<file path="src/sv/mird_pkg.sv">
`timescale 1ns / 1ps
`default_nettype none
// ----------------------------------------------------------------------------
// mird_pkg: shared types and constants for the radix digit converter
// Field widths, radix limits and the control group that the top level
// drives into every digit cell of the row.
// ----------------------------------------------------------------------------
package mird_pkg;

  localparam int VALUE_W  = 64;
  localparam int BYTES_W  = 4;
  localparam int RADIX_W  = 5;
  localparam int DIGIT_W  = 4;

  localparam logic [RADIX_W-1:0] RADIX_MIN = 5'd8;
  localparam logic [RADIX_W-1:0] RADIX_MAX = 5'd16;

  // Control shared by all cells of the row
  typedef struct packed {
    logic               clear;  // zero digit, carry and step flag
    logic               shift;  // take the digit of the lower neighbor
    logic [RADIX_W-1:0] radix;  // number base, 8..16
  } cell_ctl_t;

endpackage

`default_nettype wire

</file>
<file path="src/sv/mird_in_if.sv">
`timescale 1ns / 1ps
`default_nettype none
// ----------------------------------------------------------------------------
// mird_in_if: input channel of the radix digit converter
// Valid/ready handshake carrying one value to convert.
// ----------------------------------------------------------------------------
interface mird_in_if;

  logic                            valid;
  logic                            ready;
  logic [mird_pkg::VALUE_W-1:0]    value;
  logic [mird_pkg::BYTES_W-1:0]    byte_size;
  logic                            is_signed;
  logic [mird_pkg::RADIX_W-1:0]    radix;

  modport source (output valid, value, byte_size, is_signed, radix, input ready);
  modport sink   (input valid, value, byte_size, is_signed, radix, output ready);

endinterface

`default_nettype wire

</file>
<file path="src/sv/mird_out_if.sv">
`timescale 1ns / 1ps
`default_nettype none
// ----------------------------------------------------------------------------
// mird_out_if: output channel of the radix digit converter
// Valid/ready handshake carrying one sign marker or one digit per word.
// ----------------------------------------------------------------------------
interface mird_out_if;

  logic                            valid;
  logic                            ready;
  logic                            is_minus;
  logic [mird_pkg::DIGIT_W-1:0]    digit;
  logic                            last;

  modport source (output valid, is_minus, digit, last, input ready);
  modport sink   (input valid, is_minus, digit, last, output ready);

endinterface

`default_nettype wire

</file>
<file path="src/sv/mird_cell.sv">
`timescale 1ns / 1ps
`default_nettype none
// ----------------------------------------------------------------------------
// mird_cell: one digit cell of the conversion row
// Holds one radix digit. On a step it doubles the digit, adds the carry of
// its lower neighbor and reduces modulo the radix; carry and step flag are
// registered and passed up the row in the next cycle.
// ----------------------------------------------------------------------------
module mird_cell (
  input  wire logic                          clk,
  input  wire logic                          rst,
  input  wire mird_pkg::cell_ctl_t           ctl,
  input  wire logic                          step_in,
  input  wire logic                          carry_in,
  input  wire logic [mird_pkg::DIGIT_W-1:0]  digit_in,
  output logic                               step_out,
  output logic                               carry_out,
  output logic [mird_pkg::DIGIT_W-1:0]       digit
);

  logic [mird_pkg::DIGIT_W:0] dbl;
  logic                       wrap;

  // 2*d + cin, fits in 5 bits
  assign dbl  = {digit, carry_in};
  assign wrap = (dbl >= ctl.radix);

  // step flag is control state
  always_ff @(posedge clk) begin
    if (rst || ctl.clear) begin
      step_out <= 1'b0;
    end else begin
      step_out <= step_in;
    end
  end

  // digit and carry
  always_ff @(posedge clk) begin
    if (ctl.clear) begin
      digit     <= '0;
      carry_out <= 1'b0;
    end else if (ctl.shift) begin
      digit <= digit_in;
    end else if (step_in) begin
      if (wrap) begin
        digit     <= mird_pkg::DIGIT_W'(dbl - ctl.radix);
        carry_out <= 1'b1;
      end else begin
        digit     <= dbl[mird_pkg::DIGIT_W-1:0];
        carry_out <= 1'b0;
      end
    end
  end

endmodule

`default_nettype wire

</file>
<file path="src/sv/masked_integer_radix_digits.sv">
`timescale 1ns / 1ps
`default_nettype none
// ----------------------------------------------------------------------------
// masked_integer_radix_digits: integer to radix digit converter
// Masks a value to its operand size, strips the sign if asked and emits
// the digits in radix 8..16, most significant first.
// ----------------------------------------------------------------------------
// Usage:
//   in  : one word per value (value, byte_size, is_signed, radix). Taken
//         only while no conversion is running.
//   out : one word per result. A negative signed value first gives a word
//         with is_minus set, then its magnitude digits; the final digit has
//         last set. Zero gives a single zero digit.
// Flow (W = 8*MAX_BYTES, N = ceil(W/3) digit cells, 64 and 22 by default):
//   The W-bit magnitude is fed bit serially, MSB first, into a row of N digit
//   cells; the step ripples up the row one cell per cycle. Leading zeros are
//   then shifted out at one per cycle and the digits leave one per cycle
//   while out is ready. A new value is accepted only after the last digit
//   word is loaded.
// Stall: a stalled receiver holds the output register and the digit row
//   while digits are emitted; nothing is dropped. The last word may wait in
//   the output register while the next value is accepted.
// Reset: rst (synchronous) returns to idle and empties the output register.
// ----------------------------------------------------------------------------
module masked_integer_radix_digits #(
  parameter int MAX_BYTES = 8
) (
  input  wire logic  clk,
  input  wire logic  rst,
  mird_in_if.sink    in,
  mird_out_if.source out
);

  localparam int W      = 8 * MAX_BYTES;
  localparam int NCELLS = (W + 2) / 3;
  localparam int CNT_W  = $clog2(W + NCELLS);
  localparam int REM_W  = $clog2(NCELLS + 1);

  typedef enum logic [2:0] {
    S_IDLE, S_CONV, S_SIGN, S_SKIP, S_EMIT
  } state_t;

  state_t                          state;
  logic [W-1:0]                    shreg;
  logic                            neg;
  logic [mird_pkg::RADIX_W-1:0]    radix_q;
  logic [CNT_W-1:0]                cnt;
  logic [REM_W-1:0]                rem;

  logic [mird_pkg::BYTES_W-1:0]    bytes_sat;
  logic [mird_pkg::RADIX_W-1:0]    radix_sat;
  logic [W-1:0]                    mask;
  logic [W-1:0]                    masked;
  logic                            top_bit;
  logic                            neg_in;
  logic [W-1:0]                    mag_in;

  logic                            load_ok;
  logic                            out_load;
  logic                            feed;
  logic                            shift_en;
  mird_pkg::cell_ctl_t             ctl;

  logic                            c_step  [NCELLS];
  logic                            c_carry [NCELLS];
  logic [mird_pkg::DIGIT_W-1:0]    c_dig   [NCELLS];
  logic [mird_pkg::DIGIT_W-1:0]    dig_top;

  // operand size and radix saturation
  always_comb begin
    bytes_sat = in.byte_size;
    if (bytes_sat == '0) begin
      bytes_sat = mird_pkg::BYTES_W'(1);
    end else if (bytes_sat > mird_pkg::BYTES_W'(MAX_BYTES)) begin
      bytes_sat = mird_pkg::BYTES_W'(MAX_BYTES);
    end
    radix_sat = in.radix;
    if (radix_sat < mird_pkg::RADIX_MIN) begin
      radix_sat = mird_pkg::RADIX_MIN;
    end else if (radix_sat > mird_pkg::RADIX_MAX) begin
      radix_sat = mird_pkg::RADIX_MAX;
    end
  end

  // byte mask, sign bit and magnitude
  always_comb begin
    mask    = '0;
    top_bit = 1'b0;
    for (int j = 0; j < MAX_BYTES; j++) begin
      if (mird_pkg::BYTES_W'(j) < bytes_sat) begin
        mask[8*j +: 8] = 8'hFF;
      end
      if (mird_pkg::BYTES_W'(j + 1) == bytes_sat) begin
        top_bit = in.value[8*j + 7];
      end
    end
    masked = in.value[W-1:0] & mask;
    neg_in = in.is_signed & top_bit;
    mag_in = neg_in ? ((~masked + W'(1)) & mask) : masked;
  end

  assign in.ready = (state == S_IDLE);
  assign load_ok  = !out.valid || out.ready;
  assign out_load = load_ok && ((state == S_SIGN) || (state == S_EMIT));
  assign feed     = (state == S_CONV) && (cnt < CNT_W'(W));
  assign dig_top  = c_dig[NCELLS-1];
  assign shift_en = ((state == S_SKIP) && (dig_top == '0) && (rem > REM_W'(1)))
                 || ((state == S_EMIT) && load_ok);

  assign ctl.clear = in.valid && in.ready;
  assign ctl.shift = shift_en;
  assign ctl.radix = radix_q;

  // row of digit cells, least significant at index 0
  for (genvar i = 0; i < NCELLS; i++) begin : g_cell
    if (i == 0) begin : g_first
      mird_cell u_cell (
        .clk       (clk),
        .rst       (rst),
        .ctl       (ctl),
        .step_in   (feed),
        .carry_in  (shreg[W-1]),
        .digit_in  ('0),
        .step_out  (c_step[i]),
        .carry_out (c_carry[i]),
        .digit     (c_dig[i])
      );
    end else begin : g_next
      mird_cell u_cell (
        .clk       (clk),
        .rst       (rst),
        .ctl       (ctl),
        .step_in   (c_step[i-1]),
        .carry_in  (c_carry[i-1]),
        .digit_in  (c_dig[i-1]),
        .step_out  (c_step[i]),
        .carry_out (c_carry[i]),
        .digit     (c_dig[i])
      );
    end
  end

  // sequencer and output register
  always_ff @(posedge clk) begin
    if (rst) begin
      state     <= S_IDLE;
      out.valid <= 1'b0;
    end else begin
      // valid set on a load, dropped once the word is taken
      if (out_load) begin
        out.valid <= 1'b1;
      end else if (out.ready) begin
        out.valid <= 1'b0;
      end
      unique case (state)
        S_IDLE: begin
          if (in.valid) begin
            shreg   <= mag_in;
            neg     <= neg_in;
            radix_q <= radix_sat;
            cnt     <= '0;
            rem     <= REM_W'(NCELLS);
            state   <= S_CONV;
          end
        end
        S_CONV: begin
          if (feed) begin
            shreg <= shreg << 1;
          end
          cnt <= cnt + CNT_W'(1);
          if (cnt == CNT_W'(W + NCELLS - 2)) begin
            state <= neg ? S_SIGN : S_SKIP;
          end
        end
        S_SIGN: begin
          if (load_ok) begin
            out.is_minus <= 1'b1;
            out.digit    <= '0;
            out.last     <= 1'b0;
            state        <= S_SKIP;
          end
        end
        S_SKIP: begin
          if (shift_en) begin
            rem <= rem - REM_W'(1);
          end else begin
            state <= S_EMIT;
          end
        end
        S_EMIT: begin
          if (load_ok) begin
            out.is_minus <= 1'b0;
            out.digit    <= dig_top;
            out.last     <= (rem == REM_W'(1));
            rem          <= rem - REM_W'(1);
            if (rem == REM_W'(1)) begin
              state <= S_IDLE;
            end
          end
        end
        default: begin
          state <= S_IDLE;
        end
      endcase
    end
  end

endmodule

`default_nettype wire
</file>
<file path="src/flat_wrapper.sv">
// flat-port wrapper written by rule: the top's interface ports become plain ports
module masked_integer_radix_digits_flat 
#(
  parameter int MAX_BYTES = 8
)
  (clk, rst, in_valid, in_value, in_byte_size, in_is_signed, in_radix, in_ready, out_valid, out_is_minus, out_digit, out_last, out_ready);
  mird_in_if in_i ();
  mird_out_if out_i ();
  input  wire logic clk;
  input  wire logic rst;
  input wire logic [$bits(in_i.valid)-1:0] in_valid;
  input wire logic [$bits(in_i.value)-1:0] in_value;
  input wire logic [$bits(in_i.byte_size)-1:0] in_byte_size;
  input wire logic [$bits(in_i.is_signed)-1:0] in_is_signed;
  input wire logic [$bits(in_i.radix)-1:0] in_radix;
  output wire logic [$bits(in_i.ready)-1:0] in_ready;
  output wire logic [$bits(out_i.valid)-1:0] out_valid;
  output wire logic [$bits(out_i.is_minus)-1:0] out_is_minus;
  output wire logic [$bits(out_i.digit)-1:0] out_digit;
  output wire logic [$bits(out_i.last)-1:0] out_last;
  input wire logic [$bits(out_i.ready)-1:0] out_ready;
  assign in_i.valid = in_valid;
  assign in_i.value = in_value;
  assign in_i.byte_size = in_byte_size;
  assign in_i.is_signed = in_is_signed;
  assign in_i.radix = in_radix;
  assign in_ready = in_i.ready;
  assign out_valid = out_i.valid;
  assign out_is_minus = out_i.is_minus;
  assign out_digit = out_i.digit;
  assign out_last = out_i.last;
  assign out_i.ready = out_ready;
  masked_integer_radix_digits #(.MAX_BYTES(MAX_BYTES)) u_core (.clk(clk), .rst(rst), .in(in_i), .out(out_i));
endmodule
</file>
<file path="config.mk">
export PLATFORM = sky130hd
export DESIGN_NAME = masked_integer_radix_digits_flat
export DESIGN_NICKNAME = d
export VERILOG_FILES = /design/src/sv/mird_pkg.sv /design/src/sv/mird_in_if.sv /design/src/sv/mird_out_if.sv /design/src/sv/mird_cell.sv /design/src/sv/masked_integer_radix_digits.sv /design/src/flat_wrapper.sv
export SDC_FILE = /design/constraint.sdc
export NUM_CORES = 1
export LEC_CHECK = 0
export BUFFER_PORTS_ARGS = -buffer_cell sky130_fd_sc_hd__buf_2
export CORE_ASPECT_RATIO = 2
export CORE_MARGIN = 2
export CORE_UTILIZATION = 30
export DETAILED_ROUTE_END_ITERATION = 10
export PLACE_DENSITY = 0.55
export SYNTH_ARGS = -nofsm -noshare
export SYNTH_HDL_FRONTEND = slang
export SYNTH_SLANG_ARGS = --single-unit
</file>
<file path="constraint.sdc">
create_clock -name clk -period 7.05 [get_ports clk]
set_input_delay 0.3525 -clock clk [delete_from_list [all_inputs] [get_ports clk]]
set_output_delay 0.3525 -clock clk [all_outputs]
set_load 0.005 [all_outputs]
</file>
==> impl_metrics.csv, run 1 <==
group,metric,value,unit
cts,cts_hold_buf,0,
yosys,synth_edf_count,88,
setup_path,critPathRequiredTime,7.45,ns
routing,avgViaCountPerCell,5.38,
yosys,yosysUniqueCellTypes,65,
die,coreArea,50700,um^2
sta,slew_headroom,0.299,
placement,dp_hpwl,31.6,mm
cts,clk_pin_slew_worst_paths,0.06,ns
routing,wl_per_cell,17.9,um
yosys,syn_area_per_cell,8.83,um^2
yosys,synthArstFlopShare,0,
sta,setup-tns-final,0,ns
cts,clk_latency,0.55,ns
layout,fillers,5364,
setup_path,crit_chain,"nor3_1 > o21ai_0 > nand3_1 > and2_4 > buf_4 > o21ai_0 > a21oi_1 > a211oi_1",
layout,fin_nets,1994,
setup_path,crit_path_end_kind,"flop",
power,power_leakage,6.71,nW
yosys,yosysSeqAreaShare,0.347,
cts,cts_resized,0,
sta,period_needed,3.25,ns
yosys,synth_flop_cell,"dfxtp_1",
setup_path,crit_top_cell,"o21ai_0",
cts,clock-sinks,222,
setup_path,r2r_cells,8,
die,start_util,0.303,
yosys,synth_top_area_cell,"dfxtp_1",
yosys,syn_nets,1952,
sta,finalHoldViolCount,0,
layout,final_cell_area,17200,um^2
setup_path,criticalPathCategory,"flop to flop",
routing,firstDrtPassIters,5,
routing,drtIter0Drc,530,
die,die_h,324,um
layout,drive_gt1_frac,0.107,
setup_path,slowest_stage,"buf_4",
die,io_pins,86,
sta,grt_setup_unrepaired,"false",
yosys,synth_warnings,0,
layout,area_delta_synth_final,12.2,%
sta,finalClockSkew,0.0213,ns
global_route,grt_overflow_total,0,
die,rows,117,
cts,cts-root-buf,"clkbuf_16",
flow_run,cap_violations,0,
setup_path,worstSetupStartpointType,"flop",
yosys,synth_most_common_cell,"a21oi_1",
die,die_w,164,um
layout,seqCellArea,5330,um^2
cts,clock_path_buffers,3,
routing,drc_errors,0,
power,vdd_drop_max,0.147,mV
layout,stdcell_count,2454,
layout,multi_input_area,9360,um^2
cts,cts_setup_buffers,0,
setup_path,max_stage_delay,0.72,ns
worst_hold_path,min-delay-start,"in_radix[4]",
yosys,yosys-top-cells-area,"dfxtp_1 (17%), edfxtp_1 (17%), ha_1 (9.4%), a21oi_1 (6.0%), o21ai_0 (4.6%)",
setup_path,reg2reg_slack,3.80,ns
layout,post-route-util,0.340,
sta,worstMarginPinSlew,1.05,ns
routing,drtAntennaViolNets,0,
sta,finalCritPeriodShare,0.461,
die,die_area,53000,um^2
yosys,synthCells,1737,
yosys,synthTopCellsByCount,"a21oi_1 (184), nand2_1 (175), o21ai_0 (141)",
yosys,synth_seq_cells,222,
cts,numCtsBuffers,24,
sta,fmax,307,MHz
routing,vias,13200,
cts,htree_levels,1,
setup_path,critPathArrivalTime,3.65,ns
placement,place.gp.congestion,0.859,
placement,dp.cells,2407,
global_route,antenna_found_initial,4,
yosys,syn_area,15300,um^2
cts,cts_tree,"built",
global_route,grt_max_degree,88,
power,power_density,186,nW/um^2
setup_path,r2r_start,"u_core.rem[3]$_SDFFCE_PN0P_",
yosys,synth_top_area_share,0.175,
setup_path,crit_start,"u_core.rem[3]$_SDFFCE_PN0P_",
sta,setup-violations-final,0,
worst_hold_path,min_path_type,"input port to flop",
setup_path,reg2reg_to,"u_core.g_cell[1].g_next.u_cell.digit[0]$_SDFFE_PP0P_",
status,outcome,"completed",
placement,placed_area,16400,um^2
global_route,grt_pass1_vias,13700,
placement,io_buffers,85,
sta,slew_violations,0,
setup_path,crit_path_end,"u_core.g_cell[1].g_next.u_cell.digit[0]$_SDFFE_PP0P_",
global_route,globalRouteTotalUtil,0.166,
setup_path,cp_max_fo,78,
routing,wirelength,43.8,mm
global_route,grt_pass1_wl,70.6,mm
-- worst min path at each step --
stage | endpoint | slack [ns] | cells past startpoint
after floorplan | u_core.g_cell[10].g_next.u_cell.digit[3]$_SDFFE_PP0P_ | 0.44 | 2
after global placement | u_core.g_cell[12].g_next.u_cell.digit[3]$_SDFFE_PP0P_ | 0.46 | 2
after detailed placement | u_core.g_cell[9].g_next.u_cell.digit[3]$_SDFFE_PP0P_ | 0.46 | 2
after CTS | u_core.radix_q[4]$_SDFFCE_PP0P_ | 0.0009 | 1
after global routing | u_core.radix_q[4]$_SDFFCE_PP0P_ | 0.02 | 1
final | u_core.radix_q[4]$_SDFFCE_PP0P_ | 0.02 | 1
-- registers in the layout, summed over array words and instances, names as in the netlist, 3 cells and up --
register,flops
u_core.rem,5
u_core.g_cell.g_next.u_cell.carry_out,20
u_core.cnt,7
u_core.out.digit,4
u_core.g_cell.g_next.u_cell.step_out,20
u_core.radix_q,5
u_core.g_cell.g_next.u_cell.digit,84
u_core.state,3
u_core.shreg,64
u_core.g_cell.g_first.u_cell.digit,4
-- where the power goes --
group | internal [mW] | switching (mW)
Clock | 0.773 | 0.565
Combinational | 0.171 | 0.272
Sequential | 1.39 | 0.0224
-- layout make-up --
| cell class | instances | area share |
|---|---|---|
| clock buffer | 36 | 0.0412 |
| multi-input combinational | 1339 | 0.544 |
| tap | 654 | 0.0475 |
| clock inverter | 8 | 0.00611 |
| sequential | 222 | 0.309 |
| inverter | 91 | 0.0198 |
| antenna | 3 | 0.000436 |
| timing repair buffer | 101 | 0.0317 |
-- per-layer routing --
metal / routed length (um) / global-route usage / share of wire
met1: 16100 / 0.168 / 0.37
met2: 23900 / 0.326 / 0.55
met3: 1700 / 0.0197 / 0.039
met4: 2080 / 0.0809 / 0.048
met5: 0 / 0 / 0
-- critical path: cells and delay by family (launching register included) --
kind | cells | cell delay [ns]
flops | 1 | 0.43
buf+inv | 1 | 0.72
simple gates | 3 | 1.22
compound gates | 4 | 0.63
-- cell families after synthesis --
group	after synthesis	synth area share
mux	60	0.0392
fa+ha+maj	137	0.123
flops	222	0.347
buf+inv	176	0.0438
compound gates	620	0.257
simple gates	419	0.132
xor+xnor	103	0.0588
-- cells in the final DEF, fill, tap and decap left out, types with 23 or more instances in the layout --
cell type,n
a211oi_1,38
a21o_1,38
a21oi_1,184
a31oi_1,40
and2_1,24
buf_2,85
clkbuf_16,25
dfxtp_1,134
edfxtp_1,88
ha_1,115
inv_1,91
mux2i_1,59
nand2_1,173
nand2b_1,23
nor2_1,101
o211ai_1,28
o21ai_0,141
o31ai_1,27
xnor2_1,64
xor2_1,39
-- metrics by stage --
step / power, mW / hold slack [ns] / setup WS, ns
finish: 3.20 / 0.0219 / 3.80
global placement: 1.88 / 0.458 / 3.89
floorplan: 1.75 / 0.435 / 0.475
CTS: 3.23 / 0.000870 / 3.79
global route: 3.33 / 0.0180 / 3.48
detailed placement: 1.89 / 0.457 / 3.82
Power figures use the tool's default switching activity.
==> run 2, diff against run 1 <==
Settings changed: PLACE_DENSITY 0.55 to 0.53.
Clock period 7.05 ns to 3.23 ns, I/O delays scaled along.
==> impl_metrics.csv, run 2 (synthesis gave the netlist of run 1 again) <==
group,metric,value,unit
setup_path,reg2reg_slack,0.49,ns
layout,fin_nets,2028,
sta,slew_headroom,0.281,
cts,cts-root-buf,"clkbuf_16",
layout,post-route-util,0.348,
setup_path,crit_family,"simple AND/OR/NAND/NOR gates",
sta,period_needed,2.76,ns
sta,worstMarginPinSlew,1.08,ns
routing,firstDrtPassIters,7,
sta,finalHoldViolCount,0,
die,io_pins,86,
placement,dp_hpwl,33.2,mm
cts,cts_resized,0,
setup_path,cp_max_fo,7,
sta,grt_setup_unrepaired,"false",
routing,drtAntennaViolNets,0,
layout,drive_gt1_frac,0.116,
setup_path,crit_top_cell,"o21ai_1",
placement,dp_slack,0.436,ns
setup_path,critPathArrivalTime,3.07,ns
global_route,antenna_found_initial,1,
die,die_area,53000,um^2
die,rows,117,
layout,largestRegisters,"u_core.g_cell.g_next.u_cell.digit x84, u_core.shreg x64",
sta,finalClockSkew,0.0326,ns
setup_path,reg2reg_to,"u_core.g_cell[17].g_next.u_cell.digit[0]$_SDFFE_PP0P_",
setup_path,worstSetupStartpointType,"input port",
cts,cts_setup_buffers,0,
layout,final_cell_mix,"a21oi_1 (184), nand2_1 (173), o21ai_0 (141)",
setup_path,slowest_stage,"or4_4",
setup_path,criticalPathCategory,"input port to flop",
sta,finalWorstSetupSlack,0.468,ns
routing,wirelength,45.3,mm
layout,regMostFlops,"u_core.g_cell.g_next.u_cell.digit",
power,p_switching,1.93,mW
die,die_h,324,um
status,outcome,"completed",
layout,final_cell_area,17600,um^2
placement,place.gp.congestion,0.920,
setup_path,max_stage_delay,0.57,ns
cts,cts_tree,"built",
global_route,grt_max_degree,87,
die,start_util,0.303,
power,seqPwrFrac,0.434,
routing,avgViaCountPerCell,5.38,
sta,fmax,362,MHz
power,power_leakage,6.90,nW
setup_path,critPathRequiredTime,3.54,ns
power,power_density,404,nW/um^2
placement,io_buffers,85,
die,die_w,164,um
worst_hold_path,min_path_type,"input port to flop",
setup_path,crit_path_end_kind,"flop",
layout,largest_reg_flops,84,
power,p_clk_frac,0.424,
global_route,grt_pass1_vias,13900,
die,coreArea,50700,um^2
layout,area_delta_synth_final,14.9,%
cts,cts_hold_buf,15,
worst_hold_path,whs_endpoint,"u_core.out.valid$_SDFFE_PP0P_",
global_route,globalRouteTotalUtil,0.172,
setup_path,r2r_cells,10,
layout,final_common_cell,"a21oi_1",
routing,drc_errors,0,
power,vdd_drop_max,0.355,mV
worst_hold_path,min-delay-start,"out_ready",
cts,numCtsBuffers,25,
placement,placed_area,16600,um^2
cts,clk_pin_slew_worst_paths,0.06,ns
setup_path,r2r_start,"u_core.radix_q[1]$_SDFFCE_PP0P_",
routing,wl_per_cell,18.2,um
layout,diodes,0,
sta,setup-violations-final,0,
sta,finalCritPeriodShare,0.855,
routing,drtIter0Drc,591,
power,pwr-share-comb,0.142,
setup_path,crit_buf_inv,2,
sta,slew_violations,0,
global_route,grt_overflow_total,0,
setup_path,crit_chain,"dlygate4sd3_1 > buf_2 > or4_4 > nor3_2 > and3_1 > nand4_2 > o21ai_1 > xor2_1 > o21ai_1",
flow_run,cap_violations,0,
global_route,grt_pass1_wl,72.5,mm
cts,clock_path_buffers,3,
power,swShare,0.271,
power,p_int,5.19,mW
cts,clk_latency,0.56,ns
cts,htree_levels,1,
routing,vias,13400,
cts,clock-sinks,222,
worst_hold_path,holdPathStages,3,
-- run 2: cell types whose count changed in the layout (fill, tap and decap cells not counted), sizes merged --
cell	change
buf	+18
clkbuf	-3
clkinv	+3
clkinvlp	+2
diode	-3
dlygate4sd3	+15
-- run 2: power by group through the flow --
| stage | sequential [mW] | combinational [mW] | clock, mW |
|---|---|---|---|
| finish | 3.09 | 1.01 | 3.02 |
| global route | 3.10 | 1.12 | 3.20 |
| CTS | 3.09 | 1.02 | 3.11 |
| detailed placement | 3.15 | 1.00 | 0 |
| global placement | 3.15 | 0.980 | 0 |
| floorplan | 3.14 | 0.672 | 0 |
-- run 2: cell type report --
class | instances | area, um^2
inverters | 91 | 342
clock inverters | 13 | 120
multi-input cells | 1339 | 9360
flip-flops and latches | 222 | 5330
clock buffers | 33 | 731
fillers | 5365 | 33000
well taps | 654 | 818
repair buffers | 134 | 918
-- run 2: per-stage QoR --
step / TNS, ns / std cells / hold slack (ns) / power, mW
final: 0 / 2486 / 0.0268 / 7.12
after global routing: 0 / 2486 / 0.0416 / 7.43
after CTS: 0 / 2486 / 0.00556 / 7.22
after detailed placement: 0 / 2425 / 0.402 / 4.15
after global placement: 0 / 2425 / 0.398 / 4.13
after floorplan: -0.0119 / 1737 / 0.293 / 3.81
-- run 2: how the worst max path moves through the flow --
stage | from | to | slack (ns) | cells after the start
global placement | in_value[6] | u_core.shreg[52]$_DFFE_PP_ | 0.45 | 8
finish | in_value[6] | u_core.shreg[54]$_DFFE_PP_ | 0.47 | 9
CTS | u_core.radix_q[2]$_SDFFCE_PP0P_ | u_core.g_cell[15].g_next.u_cell.digit[0]$_SDFFE_PP0P_ | 0.48 | 7
floorplan | u_core.radix_q[1]$_SDFFCE_PP0P_ | u_core.g_cell[15].g_next.u_cell.digit[0]$_SDFFE_PP0P_ | -0.006 | 9
detailed placement | in_value[6] | u_core.shreg[54]$_DFFE_PP_ | 0.44 | 8
global route | u_core.radix_q[1]$_SDFFCE_PP0P_ | u_core.g_cell[17].g_next.u_cell.digit[0]$_SDFFE_PP0P_ | 0.22 | 10
-- run 2: worst reg2reg max path: cells and delay by family, from the launching register on --
kind	cells	cell delay, ns
compound gates	4	0.99
fa+ha+maj	1	0.30
buf+inv	2	0.49
flops	1	0.38
mux	1	0.25
simple gates	2	0.27
-- run 2: metal layers --
metal	GRT usage	vias to the layer above	share of wire
li1	-	6532	-
met1	0.168	6467	0.36
met2	0.351	276	0.57
met3	0.0159	104	0.031
met4	0.0774	0	0.042
met5	0	-	0
